==> config.mk <==
export PLATFORM = sky130hd
export DESIGN_NAME = text_console_cursor_engine
export DESIGN_NICKNAME = d
export VERILOG_FILES = /design/src/hw/rtl/tcc_pkg.sv /design/src/hw/rtl/tcc_step.sv /design/src/hw/rtl/text_console_cursor_engine.sv
export SDC_FILE = /design/constraint.sdc
export NUM_CORES = 1
export LEC_CHECK = 0
export CAP_MARGIN = 25
export CORE_MARGIN = 8
export CORE_UTILIZATION = 60
export DETAILED_ROUTE_END_ITERATION = 12
export DONT_BUFFER_PORTS = 1
export PLACE_DENSITY = 0.76
export SYNTH_ARGS = -nofsm -noshare
export SYNTH_HDL_FRONTEND = slang
export SYNTH_SLANG_ARGS = --single-unit
==> constraint.sdc <==
create_clock -name clock -period 9 [get_ports clock]
set_input_delay 0.9 -clock clock [delete_from_list [all_inputs] [get_ports clock]]
set_output_delay 0.9 -clock clock [all_outputs]
set_load 0.03 [all_outputs]
==> src/hw/rtl/tcc_pkg.sv <==
// Shared types, constants and index helper for the text console cursor engine.
// No dependencies; every other file in hw/rtl imports this package.
package tcc_pkg;

   localparam int COLUMNS   = 80;
   localparam int ROWS      = 25;
   localparam int TAB_WIDTH = 8;

   localparam int COL_W  = 7;
   localparam int ROW_W  = 5;
   localparam int IDX_W  = 11;
   localparam int CELL_W = 16;

   localparam logic [1:0] ACT_NONE   = 2'd0;
   localparam logic [1:0] ACT_WRITE  = 2'd1;
   localparam logic [1:0] ACT_SCROLL = 2'd2;
   localparam logic [1:0] ACT_CLEAR  = 2'd3;

   localparam logic REQ_PUT   = 1'b0;
   localparam logic REQ_CLEAR = 1'b1;

   localparam logic [7:0] CH_BS    = 8'h08;
   localparam logic [7:0] CH_TAB   = 8'h09;
   localparam logic [7:0] CH_LF    = 8'h0A;
   localparam logic [7:0] CH_CR    = 8'h0D;
   localparam logic [7:0] CH_SPACE = 8'h20;

   localparam logic [7:0] ATTR_RESET = 8'h0F;

   typedef struct packed {
      logic       req_type;
      logic [7:0] char_code;
   } tcc_req_type;

   typedef struct packed {
      logic [1:0]        action;
      logic [IDX_W-1:0]  cell_index;
      logic [CELL_W-1:0] cell_value;
      logic [IDX_W-1:0]  cursor_index;
      logic              cursor_update;
      logic              last;
   } tcc_rsp_type;

   typedef struct packed {
      tcc_rsp_type      first;
      tcc_rsp_type      second;
      logic             two;
      logic [COL_W-1:0] col;
      logic [ROW_W-1:0] row;
   } tcc_step_type;

   function automatic logic [IDX_W-1:0] lin_index(input logic [ROW_W-1:0] row,
                                                   input logic [COL_W-1:0] col);
      logic [IDX_W:0] prod;
      prod = (IDX_W+1)'(row) * (IDX_W+1)'(COLUMNS) + (IDX_W+1)'(col);
      return prod[IDX_W-1:0];
   endfunction

endpackage

==> src/hw/rtl/tcc_step.sv <==
// Cursor update and command generation for one request.
// Depends on tcc_pkg.
module tcc_step import tcc_pkg::*; (
   input  tcc_req_type      req,
   input  logic [COL_W-1:0] col_cur,
   input  logic [ROW_W-1:0] row_cur,
   input  logic [7:0]       attr,
   output tcc_step_type     step
);

   logic [COL_W:0]     col_n;
   logic [ROW_W:0]     row_n;
   logic               wrote;
   logic               bs_origin;
   logic               scrolled;
   logic [IDX_W-1:0]   widx;
   logic [CELL_W-1:0]  wval;
   logic [CELL_W-1:0]  blank;
   logic [IDX_W-1:0]   cur;
   logic [COL_W-1:0]   col_f;
   logic [ROW_W-1:0]   row_f;

   assign blank = {attr, CH_SPACE};

   always_comb begin
      col_n     = {1'b0, col_cur};
      row_n     = {1'b0, row_cur};
      wrote     = 1'b0;
      bs_origin = 1'b0;
      widx      = '0;
      wval      = '0;
      if (req.char_code == CH_BS) begin
         if (col_cur == '0 && row_cur == '0) begin
            bs_origin = 1'b1;
         end else begin
            if (col_cur == '0) begin
               col_n = (COL_W+1)'(COLUMNS - 1);
               row_n = row_n - 1'b1;
            end else begin
               col_n = col_n - 1'b1;
            end
            wrote = 1'b1;
            widx  = lin_index(row_n[ROW_W-1:0], col_n[COL_W-1:0]);
            wval  = blank;
         end
      end else if (req.char_code == CH_TAB) begin
         col_n = col_n + (COL_W+1)'(TAB_WIDTH) - (col_n % (COL_W+1)'(TAB_WIDTH));
      end else if (req.char_code == CH_CR) begin
         col_n = '0;
      end else if (req.char_code == CH_LF) begin
         col_n = '0;
         row_n = row_n + 1'b1;
      end else if (req.char_code >= CH_SPACE) begin
         wrote = 1'b1;
         widx  = lin_index(row_cur, col_cur);
         wval  = {attr, req.char_code};
         col_n = col_n + 1'b1;
      end

      if (col_n >= (COL_W+1)'(COLUMNS)) begin
         col_n = '0;
         row_n = row_n + 1'b1;
      end

      scrolled = 1'b0;
      if (row_n >= (ROW_W+1)'(ROWS)) begin
         row_n    = (ROW_W+1)'(ROWS - 1);
         scrolled = 1'b1;
      end
   end

   assign col_f = col_n[COL_W-1:0];
   assign row_f = row_n[ROW_W-1:0];
   assign cur   = lin_index(row_f, col_f);

   always_comb begin
      step.two    = 1'b0;
      step.col    = col_f;
      step.row    = row_f;
      step.second = '{action: ACT_SCROLL, cell_index: '0, cell_value: blank,
                      cursor_index: cur, cursor_update: 1'b1, last: 1'b1};
      step.first  = '{action: ACT_NONE, cell_index: '0, cell_value: '0,
                      cursor_index: cur, cursor_update: 1'b1, last: 1'b1};
      if (req.req_type == REQ_CLEAR) begin
         step.col   = '0;
         step.row   = '0;
         step.first = '{action: ACT_CLEAR, cell_index: '0, cell_value: blank,
                        cursor_index: '0, cursor_update: 1'b1, last: 1'b1};
      end else if (bs_origin) begin
         step.col   = col_cur;
         step.row   = row_cur;
         step.first = '{action: ACT_NONE, cell_index: '0, cell_value: '0,
                        cursor_index: '0, cursor_update: 1'b0, last: 1'b1};
      end else if (wrote) begin
         step.two   = scrolled;
         step.first = '{action: ACT_WRITE, cell_index: widx, cell_value: wval,
                        cursor_index: cur, cursor_update: !scrolled,
                        last: !scrolled};
      end else if (scrolled) begin
         step.first = step.second;
      end
   end

endmodule

==> src/hw/rtl/text_console_cursor_engine.sv <==
// Text console cursor engine: one character or clear request in, cell commands out.
// Latency: a result is presented the cycle after its request transfer.
// Throughput: one request per cycle unless rsp_ready is low or a scroll is pending.
// Reset (synchronous): cursor at origin, attribute 0x0F, no results pending.
// Depends on tcc_pkg and tcc_step.
module text_console_cursor_engine import tcc_pkg::*; (
   input  logic        clock,
   input  logic        reset,
   input  logic        req_valid,
   output logic        req_ready,
   input  tcc_req_type req_data,
   output logic        rsp_valid,
   input  logic        rsp_ready,
   output tcc_rsp_type rsp_data,
   input  logic        csr_valid,
   output logic        csr_ready,
   input  logic [7:0]  csr_data
);

   logic [COL_W-1:0] col_ff;
   logic [ROW_W-1:0] row_ff;
   logic [7:0]       attr_ff;
   logic             a_valid_ff, a_valid_in;
   logic             b_valid_ff, b_valid_in;
   tcc_rsp_type      a_ff, a_in;
   tcc_rsp_type      b_ff, b_in;
   tcc_step_type     step;
   logic             req_xfer;
   logic             rsp_xfer;

   tcc_step u_step (
      .req     (req_data),
      .col_cur (col_ff),
      .row_cur (row_ff),
      .attr    (attr_ff),
      .step    (step)
   );

   assign csr_ready = 1'b1;
   assign req_ready = !b_valid_ff && (!a_valid_ff || rsp_ready);
   assign req_xfer  = req_valid && req_ready;
   assign rsp_xfer  = a_valid_ff && rsp_ready;
   assign rsp_valid = a_valid_ff;
   assign rsp_data  = a_ff;

   always_comb begin
      a_valid_in = a_valid_ff;
      b_valid_in = b_valid_ff;
      a_in       = a_ff;
      b_in       = b_ff;
      if (req_xfer) begin
         a_valid_in = 1'b1;
         a_in       = step.first;
         b_valid_in = step.two;
         b_in       = step.second;
      end else if (rsp_xfer) begin
         // advance the pending scroll into the output slot
         a_valid_in = b_valid_ff;
         a_in       = b_ff;
         b_valid_in = 1'b0;
      end
   end

   always_ff @(posedge clock) begin
      if (reset) begin
         col_ff     <= '0;
         row_ff     <= '0;
         attr_ff    <= ATTR_RESET;
         a_valid_ff <= 1'b0;
         b_valid_ff <= 1'b0;
      end else begin
         a_valid_ff <= a_valid_in;
         b_valid_ff <= b_valid_in;
         if (req_xfer) begin
            col_ff <= step.col;
            row_ff <= step.row;
         end
         if (csr_valid) begin
            attr_ff <= csr_data;
         end
      end
   end

   always_ff @(posedge clock) begin
      a_ff <= a_in;
      b_ff <= b_in;
   end

endmodule

==> Word level (Yosys, flattened, before mapping) <==
Index checks and enable logic that the tools add are counted.
{ "totals": {"out_inout_bits": 45, "inputBits": 22, "elab_cells": 102, "register_bits": 83} }
{ "op_classes": {"n_addsub": 10, "n_eq_ne": 5, "reduce_logical": 12, "mul": 3, "order_cmp": 3, "n_mux": 56} }
{ "ops": {"columns": ["operator", "count"], "rows": [
  ["2-to-1 mux 42 bit", 6],
  ["2-to-1 mux 16 bit", 6],
  ["2-to-1 mux 8 bit", 9],
  ["2-to-1 mux 11 bit", 6],
  ["2-to-1 mux 6 bit", 9],
  ["adder 11 x 7 -> 11 bit", 3],
  ["equality test 8 x 4 -> 1 bit (second input constant)", 4],
  ["2-to-1 mux 12 bit", 2],
  ["multiplier 5 x 3 -> 7 bit (second input constant)", 3],
  ["2-to-1 mux 1 bit", 16],
  ["adder 7 x 1 -> 8 bit (second input constant)", 1],
  ["adder 7 x 4 -> 8 bit (second input constant)", 1],
  ["greater-or-equal comparator 8 x 6 -> 1 bit (second input constant)", 1],
  ["greater-or-equal comparator 8 x 7 -> 1 bit (second input constant)", 1],
  ["subtractor 7 x 1 -> 8 bit (second input constant)", 1],
  ["subtractor 8 x 3 -> 8 bit", 1],
  ["logical NOT 7 bit", 1],
  ["2-to-1 mux 7 bit", 1],
  ["adder 5 x 1 -> 6 bit (second input constant)", 1],
  ["adder 6 x 1 -> 6 bit (second input constant)", 1],
  ["greater-or-equal comparator 6 x 5 -> 1 bit (second input constant)", 1],
  ["subtractor 5 x 1 -> 6 bit (second input constant)", 1],
  ["logical NOT 5 bit", 1],
  ["2-to-1 mux 5 bit", 1],
  ["other kinds (6)", 11]
]} }

==> Depth between registers and ports, before layout <==
Gate-level depths: netlist (run 1).
{ "depth": {"ltp_word": 17, "mapped_depth": 26, "ltp_nobuf": 23} }

==> Cells and area by module <==
A second synthesis (run 1) with hierarchy kept.
{ "hier_totals": {"cells_unflattened": 680, "hier_area_um2": 7324.5} }
{ "by_module_without_submodules": {"columns": ["module", "cells_each", "seq_area_each_um2", "n_inst", "area_per_inst_um2"], "rows": [
  ["text_console_cursor_engine", 228, 2962.8, 1, 4102.7],
  ["tcc_step", 452, 0.0, 1, 3221.8]
]} }

==> Least setup slack after synthesis (run 1) <==
No wires, ideal clock.
{ "synth_timing": {"kind": "input to register", "startpoint": "input req_data[5] (netlist name)", "endpoint": "register a_ff, in the netlist rsp_data[11], data pin", "t_arrival_ns": 4.684, "n_path_buf": 2, "path_stages": 20, "path_slack_ns": 4.060, "path_cell_list": "nor3_2 -> buf_2 -> nand2_1 -> nor2_1 -> xnor2_1 -> inv_1 -> ha_1 -> nor4b_1 -> a311oi_1 -> a211oi_1 -> a311oi_4 -> nor2b_2 -> buf_6 -> nand2_1 -> ha_1 -> fa_1 -> xor2_1 -> nor3_1 -> a32o_1 -> a31o_1"} }
{ "synth_rtl": {"columns": ["element", "line", "rtl"], "rows": [
  ["start, declared", "text_console_cursor_engine.sv:11", "input tcc_req_type req_data,"],
  ["end signal, assigned", "text_console_cursor_engine.sv:85", "a_ff <= a_in;"],
  ["end, declared", "text_console_cursor_engine.sv:25", "tcc_rsp_type a_ff, a_in;"]
]} }

==> results of run 1 <==
routing by layer:
| layer | wire length (um) | vias to the layer above |
|---|---|---|
| met2 | 6660 | 192 |
| met3 | 943 | 27 |
| met4 | 301 | 0 |
| li1 | - | 2115 |
| met1 | 5870 | 2127 |
| met5 | 0 | - |
flip-flops by register name, indices dropped and copies added (netlist names):
| register | cells |
|---|---|
| rsp_data | 42 |
| b_valid_ff | 1 |
| attr_ff | 8 |
| rsp_valid | 1 |
| row_ff | 5 |
| col_ff | 7 |
| b_ff | 19 |
through the flow:
step	cell area, um2	worst slack, ns	hold WS (ns)	cells
6_report	5980	3.10	0.460	698
2_1_floorplan	5750	4.06	0.423	577
3_3_place_gp	5800	3.38	0.429	681
5_1_grt	5980	2.60	0.488	698
3_5_place_dp	5800	3.08	0.437	681
4_1_cts	5970	3.24	0.459	697
kinds of logic (layout without fill, tap and decap cells):
| logic type | Yosys count | count (layout) | share of synthesized area |
|---|---|---|---|
| other cells | 1 | 1 | 0.000653 |
| xor+xnor | 37 | 37 | 0.0564 |
| fa+ha+maj | 47 | 47 | 0.109 |
| mux | 7 | 7 | 0.0124 |
| flops | 83 | 83 | 0.395 |
| compound gates | 153 | 153 | 0.202 |
| simple gates | 197 | 197 | 0.184 |
| buf+inv | 52 | 44 | 0.0407 |
report_power, final:
part           total (W)  internal (W)  switching [W]
logic           0.000104     0.0000414      0.0000625
registers       0.000476      0.000437      0.0000391
clock network   0.000251      0.000104       0.000147
total           0.000831      0.000583       0.000248
Yosys cell counts, drive strengths merged, types with 2 or more instances:
library cell	n	area, um2
a211oi	5	37.5
or4b	2	27.5
o211a	3	30.0
o2111ai	2	17.5
dfxtp	22	440
nand4	9	56.3
fa	5	100
and3	12	75.1
nor4b	3	56.3
nor3b	2	20.0
inv	23	86.3
nor2	65	244
a221oi	4	41.3
a21o	12	90.1
nor3	15	96.4
a22o	13	114
a211o	7	61.3
o21ai	18	93.8
xor2	11	96.3
nand3	10	55.1
a22oi	11	82.6
nand2	38	143
and2	9	58.8
ha	42	526
or2	2	12.5
a32oi	3	33.8
o21a	6	45.0
a31o	3	26.3
clkbuf	15	56.3
a31oi	2	12.5
nand2b	7	43.8
mux2i	6	60.1
o31ai	6	58.8
o31a	3	26.3
nor2b	11	71.3
buf	14	91.3
o22ai	4	31.3
a21oi	34	174
or3	4	25.0
xnor2	26	228
o211ai	4	35.0
a311oi	3	50.1
edfxtp	61	1830
a2bb2oi	2	23.8
layout make-up:
| cell class | instances | area (um2) | area share |
|---|---|---|---|
| well taps | 129 | 161 | 0.0270 |
| clock buffers | 10 | 128 | 0.0213 |
| flip-flops and latches | 83 | 2270 | 0.380 |
| inverters | 23 | 86.3 | 0.0144 |
| clock inverters | 6 | 48.8 | 0.00816 |
| repair buffers | 5 | 37.5 | 0.00627 |
| multi-input cells | 442 | 3250 | 0.543 |
worst paths after layout:
path,start,end,slack (ns),depth (start not counted)
min reg2reg,attr_ff[3]$_SDFFE_PP1P_,b_ff[24]$_DFFE_PP_,0.46,0
min,attr_ff[3]$_SDFFE_PP1P_,b_ff[24]$_DFFE_PP_,0.46,0
max,col_ff[5]$_SDFFE_PP0P_,rsp_data[12]$_DFFE_PP_,3.10,18
max reg2reg,col_ff[5]$_SDFFE_PP0P_,rsp_data[12]$_DFFE_PP_,3.10,18
critical path: stages, from the launching register on:
cell and delay [ns]:
sky130_fd_sc_hd__dfxtp_1 0.44, sky130_fd_sc_hd__inv_1 0.24, sky130_fd_sc_hd__ha_1 0.27, sky130_fd_sc_hd__nor2b_1 0.64, sky130_fd_sc_hd__nand3_1 0.23, sky130_fd_sc_hd__o31a_1 0.39, sky130_fd_sc_hd__nor2_1 0.58, sky130_fd_sc_hd__a311oi_1 0.23
sky130_fd_sc_hd__a211oi_1 0.40, sky130_fd_sc_hd__a311oi_4 0.11, sky130_fd_sc_hd__nor2b_2 0.46, sky130_fd_sc_hd__nand2_1 0.13, sky130_fd_sc_hd__ha_1 0.25, sky130_fd_sc_hd__fa_1 0.54, sky130_fd_sc_hd__nand2_1 0.09, sky130_fd_sc_hd__nor2_1 0.16
sky130_fd_sc_hd__o311ai_1 0.13, sky130_fd_sc_hd__xnor2_1 0.17, sky130_fd_sc_hd__a22o_1 0.19
==> impl_metrics.json, run 1 <==
{
  "post-route-min-period_ns": 5.90,
  "cts-htree-levels": 3,
  "port_buffers": 0,
  "hp-class": "reg -> reg",
  "setup_tns_ns": 0,
  "clock_insertion_delay_worst_skew_ns": 0.35,
  "timing.critical_path.from_type": "flip-flop",
  "design.die.area_um2": 13000,
  "start_util": 0.619,
  "setup_viol": 0,
  "design_power_total_w": 0.000831,
  "synthFlopType": "sky130_fd_sc_hd__edfxtp_1",
  "io_pins": 67,
  "yosysSeqAreaShare": 0.395,
  "globalRouteMet1Util": 0.280,
  "post_synth_inst_count": 577,
  "dr_total_vias": 4461,
  "ys_ff_latch": 83,
  "numCtsBuffers": 9,
  "max_freq_ghz": 0.170,
  "cts_num_sinks": 83,
  "drv_cap": 0,
  "first_iter_violations": 383,
  "core_region_area_um2": 9280,
  "cts_hold_buf": 0,
  "ctsResizeCount": 0,
  "place.detailed.hpwl_um": 10200,
  "crit_path_max_fanout": 13,
  "ffs_w_async_s_r_synth": 0,
  "clock_pin_slew_on_the_worst_setup_and_hold_paths_ns": 0.10,
  "critical_path.endpoint_type": "flip-flop",
  "globalRoute.busiestLayer": "met2",
  "critical_path_start_end_classification": "reg -> reg",
  "grt_util_met3": 0.0322,
  "filler_cell_count": 748,
  "p_per_area_nw_per_um2": 139,
  "run_status": "finished clean",
  "vias_in_the_first_global_route": 4356,
  "timing.max_slew.rel_slack": 0.357,
  "num_antenna_cells": 0,
  "commonest_cells_after_routing_fill_and_taps_aside": "sky130_fd_sc_hd__nor2_1, sky130_fd_sc_hd__edfxtp_1, sky130_fd_sc_hd__ha_1",
  "worst_ep_required_time_ns": 9.11,
  "globalRouteTotalUtil": 0.214,
  "number_of_flops_mapped_to_enable_cells_by_yosys": 61,
  "fin_worst_skew_ns": 0.0118,
  "grt_antenna_before_repair": 0,
  "ir_drop_uv": 92.5,
  "leakage_nw": 2.43,
  "placementRows": 35,
  "remaining_drc_errors": 0,
  "die_w_um": 114,
  "post_synth_num_cell_types": 85,
  "drt_pass1_iterations": 5,
  "rsz_0062_raised_after_global_routing": "no",
  "timing.final.hold_violations": 0,
  "syn_area_um2": 5750,
  "cts_buffer_depth": 2,
  "postRouteWirelength_um": 13800,
  "pin_count_of_the_biggest_net_entering_global_routing": 43,
  "grt_first_pass_wirelength_um": 22200,
  "cts.root.buffer_cell": "sky130_fd_sc_hd__clkbuf_8",
  "cts_post_setup_buffers_inserted": 0,
  "postLayoutCoreUtil": 0.644,
  "global_route.overflow_total": 0,
  "synth_warnings": 0,
  "detail_route.vias_per_cell": 6.39,
  "antenna_left": 0,
  "syn_avg_cell_area_um2": 9.96,
  "max_slew.worst_pin.slew_ns": 0.961,
  "grt_util_met2": 0.349,
  "layout-drive-gt1-share": 0.0896,
  "finish.net_count": 633,
  "finalWeightedCongestion": 0.955,
  "final_common_cell": "sky130_fd_sc_hd__nor2_1",
  "data_arrival_time_of_the_worst_path_ns": 6.01,
  "fp.dieH_um": 114,
  "drt-wirelength-per-cell_um": 19.7,
  "drv_slew": 0,
  "period_share": 0.655,
  "syn_nets": 646,
  "cts_tree": "yes",
  "area_growth_pct": 4.09
}
No activity file was read; power rests on OpenSTA's default activity.
==> run 2: changes to the inputs <==
clock period = 6.1 ns   (was 9 ns; I/O delays follow)
==> run 2 against run 1 <==
Against the previous run:
- clock power rose by 65%
- register-to-register slack lost 2.4 ns
- fmax increased by 9.3%
- core utilization increased by 0.78 points
- worst hold slack lost 0.15 ns
- largest power group unchanged
==> impl_metrics.json, run 2 (synthesized netlist as in run 1, its figures left out) <==
{
  "setup_tns_ns": 0,
  "num_antenna_cells": 0,
  "cts_buffer_depth": 2,
  "run_status": "finished clean",
  "global_route.overflow_total": 0,
  "max_freq_ghz": 0.185,
  "finish.net_count": 639,
  "timing.critical_path.from_type": "flip-flop",
  "dr_total_vias": 4452,
  "placementRows": 35,
  "drt_pass1_iterations": 6,
  "critical_path.startpoint": "col_ff[1]$_SDFFE_PP0P_",
  "finalInstanceArea_um2": 6050,
  "remaining_drc_errors": 0,
  "numCtsBuffers": 9,
  "die_w_um": 114,
  "timing.rr.start": "col_ff[1]$_SDFFE_PP0P_",
  "commonest_cells_after_routing_fill_and_taps_aside": "sky130_fd_sc_hd__nor2_1, sky130_fd_sc_hd__edfxtp_1, sky130_fd_sc_hd__ha_1",
  "largest_register_ffs": 42,
  "fp.dieH_um": 114,
  "hold_path_startpoint": "reset",
  "cts.root.buffer_cell": "sky130_fd_sc_hd__clkbuf_8",
  "antenna_left": 0,
  "clock_pin_slew_on_the_worst_setup_and_hold_paths_ns": 0.10,
  "start_util": 0.619,
  "cts-htree-levels": 3,
  "p_per_area_nw_per_um2": 210,
  "postRouteWirelength_um": 13600,
  "cts_post_setup_buffers_inserted": 0,
  "leakage_nw": 2.48,
  "detail_route.vias_per_cell": 6.32,
  "fin_worst_skew_ns": 0.0165,
  "crit_path_frequent_cell": "sky130_fd_sc_hd__ha_1",
  "area_growth_pct": 5.36,
  "hp-class": "in -> reg",
  "pin_count_of_the_biggest_net_entering_global_routing": 43,
  "rsz_0062_raised_after_global_routing": "no",
  "grt_antenna_before_repair": 0,
  "port_buffers": 0,
  "globalRouteTotalUtil": 0.212,
  "first_iter_violations": 308,
  "critical_path.endpoint_type": "flip-flop",
  "layout-drive-gt1-share": 0.101,
  "crit_path_cell_trace": "inv_1 -> ha_1 -> nor3b_2 -> a31oi_1 -> o21ai_0 -> nand2_1 -> ha_1 -> nor4b_1 -> a311oi_1 -> a211oi_1 -> a311oi_4 -> nor2b_2 -> nand2_1 -> ha_1 -> fa_1 -> xor2_1 -> nor3_1 -> a32o_1 -> a31o_1",
  "cts_hold_buf": 0,
  "clock_insertion_delay_worst_skew_ns": 0.36,
  "drv_slew": 0,
  "worst_ep_required_time_ns": 6.22,
  "ctsResizeCount": 0,
  "cts_num_sinks": 83,
  "crit_slowest_cell": "sky130_fd_sc_hd__nor3b_2",
  "max_slew.worst_pin.slew_ns": 0.987,
  "period_share": 0.884,
  "ir_drop_uv": 113,
  "final_common_cell": "sky130_fd_sc_hd__nor2_1",
  "grt_first_pass_wirelength_um": 22200,
  "vias_in_the_first_global_route": 4262,
  "post-route-min-period_ns": 5.40,
  "cts_tree": "yes",
  "timing.final.hold_violations": 0,
  "critical_path_start_end_classification": "reg -> reg",
  "data_arrival_time_of_the_worst_path_ns": 5.51,
  "stage_delay_of_the_slowest_cell_on_the_critical_path_ns": 0.63,
  "finalWeightedCongestion": 0.953,
  "setup_viol": 0,
  "core_region_area_um2": 9280,
  "timing.max_slew.rel_slack": 0.337,
  "io_pins": 67,
  "drv_cap": 0,
  "crit_path_max_fanout": 11,
  "placement.cell_area_um2": 5850,
  "drt-wirelength-per-cell_um": 19.4,
  "place.detailed.hpwl_um": 10300,
  "design.die.area_um2": 13000
}
==> run 2: metrics by stage <==
stage,worst slack [ns],utilization,total power [W],std cells,hold slack [ns]
finish,0.705,0.652,0.00127,704,0.307
global route,0.356,0.652,0.00131,704,0.286
CTS,0.812,0.652,0.00127,704,0.298
detailed placement,0.831,0.630,0.000868,688,0.441
global placement,0.896,0.630,0.000863,688,0.431
floorplan,1.16,-,0.000837,577,0.423
==> run 2: worst max-delay path: cells and delay by family, from the launching register on <==
kind,cells,cell delay (ns)
fa+ha+maj,4,1.26
xor+xnor,1,0.34
flops,1,0.38
simple gates,6,1.60
compound gates,7,1.48
buf+inv,1,0.12
==> run 2: final cells by class <==
cell class	instances	area (um2)
sequential	83	2270
tap	129	161
clock inverter	7	80.1
clock buffer	9	124
fill	757	3230
inverter	23	86.3
multi-input combinational	442	3250
timing repair buffer	11	82.6
==> run 2: power breakdown <==
group | leakage, nW | switching [W] | internal [W]
sequential | 0.783 | 0.0000568 | 0.000645
clock | 0.103 | 0.000218 | 0.000196
combinational | 1.59 | 0.0000931 | 0.0000619
==> run 2: worst paths after layout <==
check	end	slack (ns)	cells past startpoint
setup / recovery	rsp_data[11]$_DFFE_PP_	0.70	19
hold / removal	rsp_valid$_SDFFE_PP0P_	0.31	1
setup reg to reg	rsp_data[11]$_DFFE_PP_	0.70	19
hold reg to reg	b_ff[21]$_DFFE_PP_	0.46	0
==> run 2: per-layer routing <==
layer,global-route usage,share of wire,vias to the layer above
met5,0,0,-
met4,0.0603,0.014,0
met3,0.0349,0.066,21
met2,0.346,0.47,181
met1,0.283,0.45,2122
li1,-,-,2128
